## config.mk

```make
export PLATFORM = sky130hd
export DESIGN_NAME = first_fit_extent_allocator
export DESIGN_NICKNAME = d
export VERILOG_FILES = /design/src/hdl/ffea_pkg.sv /design/src/hdl/ffea_ctrl.sv /design/src/hdl/ffea_dpath.sv /design/src/hdl/first_fit_extent_allocator.sv
export SDC_FILE = /design/constraint.sdc
export NUM_CORES = 1
export LEC_CHECK = 0
export ABC_AREA = 1
export BUFFER_PORTS_ARGS = -buffer_cell sky130_fd_sc_hd__clkbuf_2
export CAP_MARGIN = 20
export CORE_ASPECT_RATIO = 1.4
export CORE_MARGIN = 10
export CORE_UTILIZATION = 40
export CTS_CLUSTER_DIAMETER = 100
export CTS_CLUSTER_SIZE = 25
export DETAILED_ROUTE_END_ITERATION = 12
export GPL_ROUTABILITY_DRIVEN = 0
export HOLD_SLACK_MARGIN = 0.1
export SYNTH_ARGS = -nofsm -noshare
export SYNTH_HDL_FRONTEND = slang
export SYNTH_SLANG_ARGS = --single-unit
```

## constraint.sdc

```tcl
create_clock -name clock -period 8 [get_ports clock]
set_input_delay 1.2 -clock clock [delete_from_list [all_inputs] [get_ports clock]]
set_output_delay 1.2 -clock clock [all_outputs]
set_load 0.005 [all_outputs]
```

## src/hdl/ffea_pkg.sv

```systemverilog
// shared constants, status codes and controller/datapath interface types
package ffea_pkg;
   localparam int SLOTS     = 16;
   localparam int MEM_WORDS = 64 * 1024;
   localparam int ADDR_W    = 16;
   localparam int WIDE_W    = 18;
   localparam int IDX_W     = $clog2(SLOTS);
   localparam int CNT_W     = $clog2(SLOTS + 1);

   localparam logic [1:0] ST_OK    = 2'd0;
   localparam logic [1:0] ST_NOMEM = 2'd1;
   localparam logic [1:0] ST_FULL  = 2'd2;

   localparam logic REQ_ALLOC = 1'b0;
   localparam logic REQ_FREE  = 1'b1;

   typedef logic [WIDE_W-1:0] wide_type;

   typedef struct packed {
      logic       load;
      logic       rd;
      logic       take;
      logic       push_new;
      logic       push_old;
      logic       next;
      logic       flush;
      logic       resp;
      logic [1:0] resp_status;
   } cmd_type;

   typedef struct packed {
      logic is_free;
      logic full;
      logic fit;
      logic insert_now;
      logic last;
      logic inserted;
   } stat_type;
endpackage

```

## src/hdl/ffea_ctrl.sv

```systemverilog
// sequencer for the allocate walk and the free insert and merge pass
module ffea_ctrl import ffea_pkg::*; (
   input  logic     clock,
   input  logic     reset,
   input  logic     start,
   output logic     busy,
   input  stat_type stat,
   output cmd_type  cmd
);
   localparam logic [2:0] S_IDLE  = 3'd0;
   localparam logic [2:0] S_CHECK = 3'd1;
   localparam logic [2:0] S_RD    = 3'd2;
   localparam logic [2:0] S_PROC  = 3'd3;
   localparam logic [2:0] S_TAIL  = 3'd4;
   localparam logic [2:0] S_FLUSH = 3'd5;

   logic [2:0] state_ff, state_in;

   assign busy = (state_ff != S_IDLE);

   always_comb begin
      cmd      = '0;
      state_in = state_ff;
      unique case (state_ff)
         S_IDLE: begin
            if (start) begin
               cmd.load = 1'b1;
               state_in = S_CHECK;
            end
         end
         S_CHECK: begin
            if (stat.is_free && stat.full) begin
               cmd.resp        = 1'b1;
               cmd.resp_status = ST_FULL;
               state_in        = S_IDLE;
            end else begin
               state_in = S_RD;
            end
         end
         S_RD: begin
            cmd.rd   = 1'b1;
            state_in = S_PROC;
         end
         S_PROC: begin
            if (!stat.is_free) begin
               if (stat.fit) begin
                  cmd.take        = 1'b1;
                  cmd.resp        = 1'b1;
                  cmd.resp_status = ST_OK;
                  state_in        = S_IDLE;
               end else if (stat.last) begin
                  cmd.resp        = 1'b1;
                  cmd.resp_status = ST_NOMEM;
                  state_in        = S_IDLE;
               end else begin
                  cmd.next = 1'b1;
                  state_in = S_RD;
               end
            end else if (stat.insert_now) begin
               cmd.push_new = 1'b1;
            end else begin
               cmd.push_old = 1'b1;
               cmd.next     = 1'b1;
               state_in     = stat.last ? S_TAIL : S_RD;
            end
         end
         S_TAIL: begin
            cmd.push_new = !stat.inserted;
            state_in     = S_FLUSH;
         end
         S_FLUSH: begin
            cmd.flush       = 1'b1;
            cmd.resp        = 1'b1;
            cmd.resp_status = ST_OK;
            state_in        = S_IDLE;
         end
         default: state_in = S_IDLE;
      endcase
   end

   always_ff @(posedge clock) begin
      if (reset) begin
         state_ff <= S_IDLE;
      end else begin
         state_ff <= state_in;
      end
   end
endmodule

```

## src/hdl/ffea_dpath.sv

```systemverilog
// extent table, merge accumulator and result registers
module ffea_dpath import ffea_pkg::*; (
   input  logic              clock,
   input  logic              reset,
   input  cmd_type           cmd,
   output stat_type          stat,
   input  logic              req_type,
   input  logic [ADDR_W-1:0] req_block_size,
   input  logic [ADDR_W-1:0] req_block_address,
   output logic              rsp_strobe,
   output logic [1:0]        rsp_status,
   output logic [ADDR_W-1:0] rsp_granted_address
);
   wide_type mem_start [SLOTS];
   wide_type mem_len   [SLOTS];

   logic              entry0_valid_ff;
   logic [CNT_W-1:0]  count_ff;
   logic              type_ff;
   logic [ADDR_W-1:0] size_ff, addr_ff;
   logic [IDX_W-1:0]  rd_idx_ff, keep_ff;
   logic              ins_ff, have_cur_ff;
   wide_type          dat_start_ff, dat_len_ff;
   wide_type          cur_start_ff, cur_len_ff;
   logic              strobe_ff;
   logic [1:0]        status_ff;
   logic [ADDR_W-1:0] grant_ff;

   wide_type           size_w, addr_w, item_start, item_len, merged_len;
   logic [WIDE_W:0]    cur_end, item_end;
   logic               do_push, touch, wr_en;
   logic [IDX_W-1:0]   wr_idx;
   wide_type           wr_start, wr_len;

   assign size_w = {{(WIDE_W-ADDR_W){1'b0}}, size_ff};
   assign addr_w = {{(WIDE_W-ADDR_W){1'b0}}, addr_ff};

   assign stat.is_free    = (type_ff == REQ_FREE);
   assign stat.full       = (count_ff >= CNT_W'(SLOTS));
   assign stat.fit        = (dat_len_ff >= size_w);
   assign stat.insert_now = !ins_ff && (dat_start_ff > addr_w);
   assign stat.last       = ({1'b0, rd_idx_ff} == CNT_W'(count_ff - 1'b1));
   assign stat.inserted   = ins_ff;

   assign do_push    = cmd.push_new || cmd.push_old;
   assign item_start = cmd.push_new ? addr_w : dat_start_ff;
   assign item_len   = cmd.push_new ? size_w : dat_len_ff;
   assign cur_end    = {1'b0, cur_start_ff} + {1'b0, cur_len_ff};
   assign item_end   = {1'b0, item_start} + {1'b0, item_len};
   assign touch      = (cur_end >= {1'b0, item_start});
   assign merged_len = WIDE_W'(item_end - {1'b0, cur_start_ff});

   // one write port: allocate trim, merge spill or final flush
   always_comb begin
      wr_en    = 1'b0;
      wr_idx   = keep_ff;
      wr_start = cur_start_ff;
      wr_len   = cur_len_ff;
      priority if (cmd.take) begin
         wr_en    = 1'b1;
         wr_idx   = rd_idx_ff;
         wr_start = dat_start_ff + size_w;
         wr_len   = dat_len_ff - size_w;
      end else if (do_push && have_cur_ff && !touch) begin
         wr_en = 1'b1;
      end else if (cmd.flush) begin
         wr_en = 1'b1;
      end
   end

   always_ff @(posedge clock) begin
      if (wr_en) begin
         mem_start[wr_idx] <= wr_start;
         mem_len[wr_idx]   <= wr_len;
      end
      if (cmd.rd) begin
         if (rd_idx_ff == '0 && !entry0_valid_ff) begin
            dat_start_ff <= '0;
            dat_len_ff   <= WIDE_W'(MEM_WORDS);
         end else begin
            dat_start_ff <= mem_start[rd_idx_ff];
            dat_len_ff   <= mem_len[rd_idx_ff];
         end
      end
   end

   always_ff @(posedge clock) begin
      if (cmd.load) begin
         type_ff <= req_type;
         size_ff <= req_block_size;
         addr_ff <= req_block_address;
      end
      if (do_push) begin
         if (!have_cur_ff || !touch) begin
            cur_start_ff <= item_start;
            cur_len_ff   <= item_len;
         end else begin
            cur_len_ff <= merged_len;
         end
      end
      if (cmd.resp) begin
         status_ff <= cmd.resp_status;
         grant_ff  <= cmd.take ? dat_start_ff[ADDR_W-1:0] : '0;
      end
   end

   always_ff @(posedge clock) begin
      if (reset) begin
         entry0_valid_ff <= 1'b0;
         count_ff        <= CNT_W'(1);
         rd_idx_ff       <= '0;
         keep_ff         <= '0;
         ins_ff          <= 1'b0;
         have_cur_ff     <= 1'b0;
         strobe_ff       <= 1'b0;
      end else begin
         strobe_ff <= cmd.resp;
         if (wr_en && wr_idx == '0) begin
            entry0_valid_ff <= 1'b1;
         end
         if (cmd.load) begin
            rd_idx_ff   <= '0;
            keep_ff     <= '0;
            ins_ff      <= 1'b0;
            have_cur_ff <= 1'b0;
         end else begin
            if (cmd.next) begin
               rd_idx_ff <= rd_idx_ff + 1'b1;
            end
            if (cmd.push_new) begin
               ins_ff <= 1'b1;
            end
            if (do_push) begin
               have_cur_ff <= 1'b1;
               if (have_cur_ff && !touch) begin
                  keep_ff <= keep_ff + 1'b1;
               end
            end
            if (cmd.flush) begin
               count_ff <= CNT_W'(keep_ff) + 1'b1;
            end
         end
      end
   end

   assign rsp_strobe          = strobe_ff;
   assign rsp_status          = status_ff;
   assign rsp_granted_address = grant_ff;
endmodule

```

## src/hdl/first_fit_extent_allocator.sv

```systemverilog
// first-fit extent allocator: walks the table extent by extent, a read then a process state
// allocate: visits k extents (at most SLOTS) in table order and trims the first that fits
// free: walks every extent, inserting the new one in address order and merging neighbours,
// then flushes; a full table gets ST_FULL from the check state; busy drops in the strobe cycle
// one transaction at a time, the entry-by-entry table walk sets the rate; receiver cannot stall
// synchronous reset leaves one extent covering all of memory and the block idle
module first_fit_extent_allocator import ffea_pkg::*; (
   input  logic              clock,
   input  logic              reset,
   input  logic              start,
   output logic              busy,
   input  logic              req_type,
   input  logic [ADDR_W-1:0] req_block_size,
   input  logic [ADDR_W-1:0] req_block_address,
   output logic              rsp_strobe,
   output logic [1:0]        rsp_status,
   output logic [ADDR_W-1:0] rsp_granted_address
);
   cmd_type  cmd;
   stat_type stat;

   ffea_ctrl u_ctrl (
      .clock (clock),
      .reset (reset),
      .start (start),
      .busy  (busy),
      .stat  (stat),
      .cmd   (cmd)
   );

   ffea_dpath u_dpath (
      .clock               (clock),
      .reset               (reset),
      .cmd                 (cmd),
      .stat                (stat),
      .req_type            (req_type),
      .req_block_size      (req_block_size),
      .req_block_address   (req_block_address),
      .rsp_strobe          (rsp_strobe),
      .rsp_status          (rsp_status),
      .rsp_granted_address (rsp_granted_address)
   );
endmodule

```

Word level (Yosys, flattened, before mapping)
Memories as Yosys holds them, arrays and structs flattened. A register that Yosys moved wholly into a read port is not among the register bits.
Index checks and enable logic that the tools add are counted.

cells by class
  equal/unequal tests = 8
  $add $sub $neg = 9
  bitwise gates (word level) = 1
  mux-type cells = 39
  order comparisons = 4
  reductions and logical operators = 22

operator list
  operator               number
  $mux W18               5
  $mux W3                9
  $add A18 B18 Y19       1
  $ge A19 B18 Y1         1
  $add A18 B16 Y18       1
  $add A18 B18 Y18       1
  $ge A18 B16 Y1         1
  $gt A18 B16 Y1         1
  $sub A18 B16 Y18       1
  $sub A18 B18 Y18       1
  $mux W1                16
  $pmux W3 S5            1
  $mux W2                5
  $pmux W3 S3            1
  $add A4 B1 Y4 const B  2
  $logic_not A4 Y1       2
  $reduce_and A2 Y1      4
  $logic_and A1 B1 Y1    7
  $eq A3 B2 Y1 const B   2
  $eq A3 B3 Y1 const B   2
  $add A4 B1 Y5 const B  1
  $eq A4 B5 Y1           1
  $ge A5 B5 Y1 const B   1
  $sub A5 B1 Y5 const B  1
  other kinds (11)       15

storage, ports and cells
  memories kept = 2
  output and inout bits = 20
  logic and storage cells = 100
  bits in writable memories = 576
  flip-flop bits (word level) = 107
  input bits = 36

memory list
  name               depth  bits a word  rd ports  clocked after memory_dff  write ports  RTL line          RTL
  u_dpath.mem_len    16     18           1         1                         1            ffea_dpath.sv:15  wide_type mem_len [SLOTS];
  u_dpath.mem_start  16     18           1         1                         1            ffea_dpath.sv:14  wide_type mem_start [SLOTS];

Logic depth before layout (Yosys ltp)
  depth in word-level cells = 13
  depth in mapped cells = 32
  depth with buffers taken out = 30

Cells and area by module
From an unflattened synthesis, not the netlist that was laid out.

unflattened totals
  cells, all modules = 2823
  area total of the unflattened synthesis = 32795.2 µm²

modules (own cells, without submodules)
  module      area an instance (µm²)  cells each  seq. area each (µm²)  times used
  ffea_dpath  32512.4                 2775        21330.5               1
  ffea_ctrl   282.8                   48          60.1                  1

Least setup slack after synthesis
Ideal clock, no wire load.

  kind = register -> register
  start = register u_dpath.dat_start_ff[5], read port of u_dpath.mem_start
  end = memory u_dpath.mem_len[13][0] (netlist bit), enable pin
  library setup time = 429 ps
  slack = 2782 ps
  path buffers = 2
  data arrival time = 4789 ps
  cell stages (with the launch flop) = 25
  period minus slack after synthesis = 5218 ps
  required time = 7571 ps
  path through = edfxtp_1 -> ha_1 -> nand2_1 -> nor2_1 -> o21ai_0 -> nor3_1 -> a21oi_1 -> nand2_1 -> nand3_2 -> nand2_1 -> buf_2 -> clkbuf_1 -> o21ai_0 -> ha_1 -> nand2_1 -> nor2_1 -> a211oi_1 -> nor2_1 -> nor2_1 -> nor2_1 -> nor2_4 -> nand4_4 -> nand2_4 -> nand3_2 -> nor2_1

between the ends
  word-level cells in the longest chain between the ends = 13
  elaborated cells between the ends (all ways) = 17
  those cells by class = order compare (2); mux (10); reduce/logical (5)

ends and longest elaborated chain
  what                             RTL line          RTL
  from (decl)                      ffea_dpath.sv:23  wide_type dat_start_ff, dat_len_ff;
  $gt A18 B16 Y1                   ffea_dpath.sv:41  assign stat.insert_now = !ins_ff && (dat_start_ff > addr_w);
  $logic_and A1 B1 Y1              ffea_dpath.sv:41
  $mux W1                          ffea_ctrl.sv:59   end else if (stat.insert_now) begin
  $mux W2                          ffea_ctrl.sv:45   if (!stat.is_free) begin
  $pmux W1 S2                      ffea_ctrl.sv:24   unique case (state_ff)
  $mux W18                         ffea_dpath.sv:46  assign item_start = cmd.push_new ? addr_w : dat_start_ff;
  $ge A19 B18 Y1                   ffea_dpath.sv:50  assign touch = (cur_end >= {1'b0, item_start});
  $logic_not A1 Y1                 ffea_dpath.sv:64  end else if (do_push && have_cur_ff && !touch) begin
  $logic_and A1 B1 Y1 *            ffea_dpath.sv:64
  $mux W1 *                        ffea_dpath.sv:64
  $mux W1 *                        ffea_dpath.sv:59  priority if (cmd.take) begin
  $mux W1 *                        ffea_dpath.sv:72  if (wr_en) begin
  $mux W1 (not written as such) *  ffea_dpath.sv:74  mem_len[wr_idx] <= wr_len;
  to (decl)                        ffea_dpath.sv:15

Every way passes the cells marked *; elsewhere a longest branch is shown, timed or not.

Final worst setup path
  start = register u_dpath.dat_start_ff[5], read port of u_dpath.mem_start
  end = register u_dpath.cur_start_ff[11], enable pin

between the ends
  word-level cells in the longest chain between the ends = 10
  elaborated cells between the ends (all ways) = 13
  those cells by class = order compare (2); mux (6); reduce/logical (5)

ends and longest elaborated chain
  what                                RTL line          RTL
  $gt A18 B16 Y1                      ffea_dpath.sv:41
  $logic_and A1 B1 Y1                 ffea_dpath.sv:41
  $mux W1                             ffea_ctrl.sv:59
  $mux W2                             ffea_ctrl.sv:45
  $pmux W1 S2                         ffea_ctrl.sv:24
  $mux W18                            ffea_dpath.sv:46
  net u_dpath.item_start[0]           ffea_dpath.sv:29  wide_type size_w, addr_w, item_start, item_len, merged_len;
  $ge A19 B18 Y1                      ffea_dpath.sv:50
  $logic_not A1 Y1                    ffea_dpath.sv:94  if (!have_cur_ff || !touch) begin
  $logic_or A1 B1 Y1                  ffea_dpath.sv:94
  $reduce_and A2 Y1 (no source line)  n/a
  to (signal assigned)                ffea_dpath.sv:95  cur_start_ff <= item_start;
  to (decl)                           ffea_dpath.sv:24  wide_type cur_start_ff, cur_len_ff;

The timed path passes the listed nets, and every way through them passes these cells.
A chain may end at the register's enable or synchronous reset.

==> impl_metrics.ini <==
[drt]
wire_per_inst_um = 23.8
postRouteAntennaNets = 0
wirelength_um = 93000
via_per_inst = 5.70
drt_pass1_iterations = 5
dr_total_vias = 22300
drt_iter0_drc = 2128
drc = 0

[setup_path]
arrival_ns = 6.89
worst-path-max-fanout = 31
worstSetupPathType = flip-flop to flip-flop
end_kind = flip-flop
crit_required_ns = 8.35
crit_path_start_kind = flip-flop

[clock_tree]
ctsResizeCount = 0
cts_root_buf = clkbuf_16
cts-buffers-inserted = 34
cts_tree = built
clk_path_buf_depth = 3
clock_sinks = 719
clk_latency_ns = 0.61
path_clk_slew_ns = 0.10
cts_hold_buf = 0
post-cts-setup-buffers = 0
ctsHtreeMaxLevel = 2

[global_routing]
grt_overflow = 0
antenna_found_initial = 6
grt_pass1_wl_um = 139000
grt_util_all_layers = 0.196
first_global_vias = 22100
grt_max_degree = 237

[yosys]
yosys_register_bits = 719
yosys.area_share.adder = 0.0530
yosysMostFrequentCell = edfxtp_1
synth-simple-area-share = 0.102
synth-compound-area-share = 0.133
ys_warn_count = 0
synthCells = 2813
synth_edf_count = 699
synth_top_area_cell = edfxtp_1
async_reset_ff_frac = 0
synth_top_family_by_area = compound AO/OA/AOI/OAI gates
avgSynthCellArea_sq_um = 11.6
yosysSeqAreaShare = 0.656
synth_top_cells_by_count = edfxtp_1 (699), nor2_1 (391), o21ai_0 (389)
yosysTopAreaCellShare = 0.644
synthXorXnorAreaFrac = 0.0175
synth.area.mux_share = 0
synth_cell_types = 51
synthTopCellsByArea = edfxtp_1 (64%), o21ai_0 (6.0%), nor2_1 (4.5%), ha_1 (4.1%), nand2_1 (3.9%)
synth_nets = 2975
synth_area_sq_mm = 0.0326
synthFlopType = edfxtp_1

[floorplan]
die_y_um = 358
die_area_sq_mm = 0.0935
die-width_um = 261
num_rows = 123
fp.coreArea_sq_mm = 0.0806
initial_core_util = 0.404
io_pins = 56

[cells_and_area]
nFillCells = 7475
nNetsFinal = 2999
synthToLayoutAreaGrowth_pct = 8.59
drive_gt1_frac = 0.0791
final_cell_count_no_fill = 3908

[pwr]
switchingPower_mw = 1.51
p_seq_frac = 0.629
p_leak_nw = 12.6
switching_share = 0.228
internal_power_mw = 5.10
p_comb_frac = 0.075
powerDensity_mw_per_mm2 = 187
p_clk_frac = 0.297
total_power_mw = 6.61
peakVddDrop_mv = 0.144

[run_status]
status = complete, no violations

[timing]
whs_ns = 0.489
rsz0062_at_grt = no
final.setup.worst_slack_ns = 1.45
max_freq_mhz = 153
finalCritPeriodShare = 0.819
fin_tns_setup_ns = 0
report.final.slew_viol_count = 0
hold_viol = 0
setup_viol = 0
min_period_ns = 6.55
tightestPinTransition_ns = 1.20
fin_worst_skew_ns = 0.0334
slew-limit-headroom = 0.199

[placement]
portBuffers = 55
dp_slack_ns = 1.59
dp_hpwl_um = 61400
dp_cells = 3861

[min_path]
hold_path_class = flip-flop to flip-flop

[job]
cap_viol_max_count = 0
-- cells by family after synthesis --
kind of cell	after synthesis
AOI/OAI and AO/OA	759
xor gates and xnor gates	65
adders and majority gates	126
buffers and inverters	326
DFF	719
and+or+nand+nor	818
-- cell usage in the layout, fill, tap and decap left out, types with 9 or more instances in the layout --
| master | instances |
|---|---|
| nor2_1 | 372 |
| o21ai_0 | 387 |
| nand2_1 | 337 |
| buf_12 | 9 |
| o21ai_1 | 25 |
| xor2_1 | 31 |
| a21oi_1 | 88 |
| edfxtp_1 | 699 |
| nor3_1 | 10 |
| ha_1 | 106 |
| o211ai_1 | 38 |
| buf_4 | 62 |
| o221ai_1 | 36 |
| clkbuf_2 | 55 |
| clkbuf_16 | 35 |
| nand4_1 | 15 |
| o22ai_1 | 109 |
| fa_1 | 20 |
| a31oi_1 | 41 |
| inv_1 | 180 |
| dfxtp_1 | 16 |
| xnor2_1 | 34 |
| nor2_4 | 20 |
| nand3_1 | 33 |
-- cell type report --
type | count | area, sq um | share of cell area
tap | 1062 | 1330 | 0.0375
clock inverter | 2 | 16.3 | 0.000460
multi-input combinational | 1768 | 10100 | 0.285
antenna | 3 | 7.51 | 0.000212
clock buffer | 40 | 895 | 0.0253
sequential | 719 | 21400 | 0.605
timing repair buffer | 127 | 948 | 0.0268
inverter | 187 | 708 | 0.0200
-- flip-flops by register name (all words and copies together), names as in the netlist, 3 cells and up --
register and count:
u_dpath.dat_len_ff 18, u_dpath.dat_start_ff 18, u_dpath.keep_ff 4, u_ctrl.state_ff 3, u_dpath.rsp_granted_address 16, u_dpath.size_ff 16, u_dpath.addr_ff 16, u_dpath.mem_start 288
u_dpath.count_ff 5, u_dpath.cur_start_ff 18, u_dpath.rd_idx_ff 4, u_dpath.mem_len 288, u_dpath.cur_len_ff 18
-- layer usage --
layer / vias up / GRT usage / part of all wire
li1: 10200 / - / -
met1: 11000 / 0.235 / 0.38
met2: 860 / 0.342 / 0.51
met3: 189 / 0.0257 / 0.062
met4: 4 / 0.0942 / 0.048
met5: - / 0 / 0.00029
-- power by group through the flow --
stage	sequential (mW)	combinational (mW)	clock, mW
6_report	4.16	0.493	1.96
5_1_grt	4.16	0.542	2.12
4_1_cts	4.16	0.485	2.00
3_5_place_dp	4.24	0.481	0
3_3_place_gp	4.24	0.473	0
2_1_floorplan	4.23	0.325	0
-- stage by stage --
| stage | util | area (sq um) |
|---|---|---|
| 3_5_place_dp | 0.427 | 34400 |
| 4_1_cts | 0.438 | 35400 |
| 6_report | 0.439 | 35400 |
| 3_3_place_gp | 0.426 | 34400 |
| 2_1_floorplan | - | 32600 |
| 5_1_grt | 0.439 | 35400 |
-- final timing paths --
check	to	from	slack, ns	cells after the start
max	u_dpath.cur_start_ff[11]$_DFFE_PP_	u_dpath.dat_start_ff[5]$_SDFFCE_PP0P_	1.45	22
min	u_dpath.entry0_valid_ff$_SDFFE_PP0P_	u_dpath.entry0_valid_ff$_SDFFE_PP0P_	0.49	2
max reg2reg	u_dpath.cur_start_ff[11]$_DFFE_PP_	u_dpath.dat_start_ff[5]$_SDFFCE_PP0P_	1.45	22
min reg2reg	u_dpath.entry0_valid_ff$_SDFFE_PP0P_	u_dpath.entry0_valid_ff$_SDFFE_PP0P_	0.49	2
-- worst max-delay path, stage by stage (launching register included) --
cell and delay, ns:
edfxtp_1 0.45, ha_1 0.33, nand2_1 0.06, nor2_1 0.16, o21ai_0 0.12, nor3_1 0.36
a21oi_1 0.11, nand2_1 0.17, nand3_2 0.19, nand2_1 0.42, inv_1 0.51, or2_2 0.44
o21ai_0 0.12, inv_1 0.10, ha_1 0.29, nand4_1 0.08, nor4_1 0.68, nand4_1 0.36
nand3_1 0.21, nand2_2 0.36, inv_1 0.35, nor2_1 0.18, buf_4 0.24
Power figures use the tool's default switching activity.
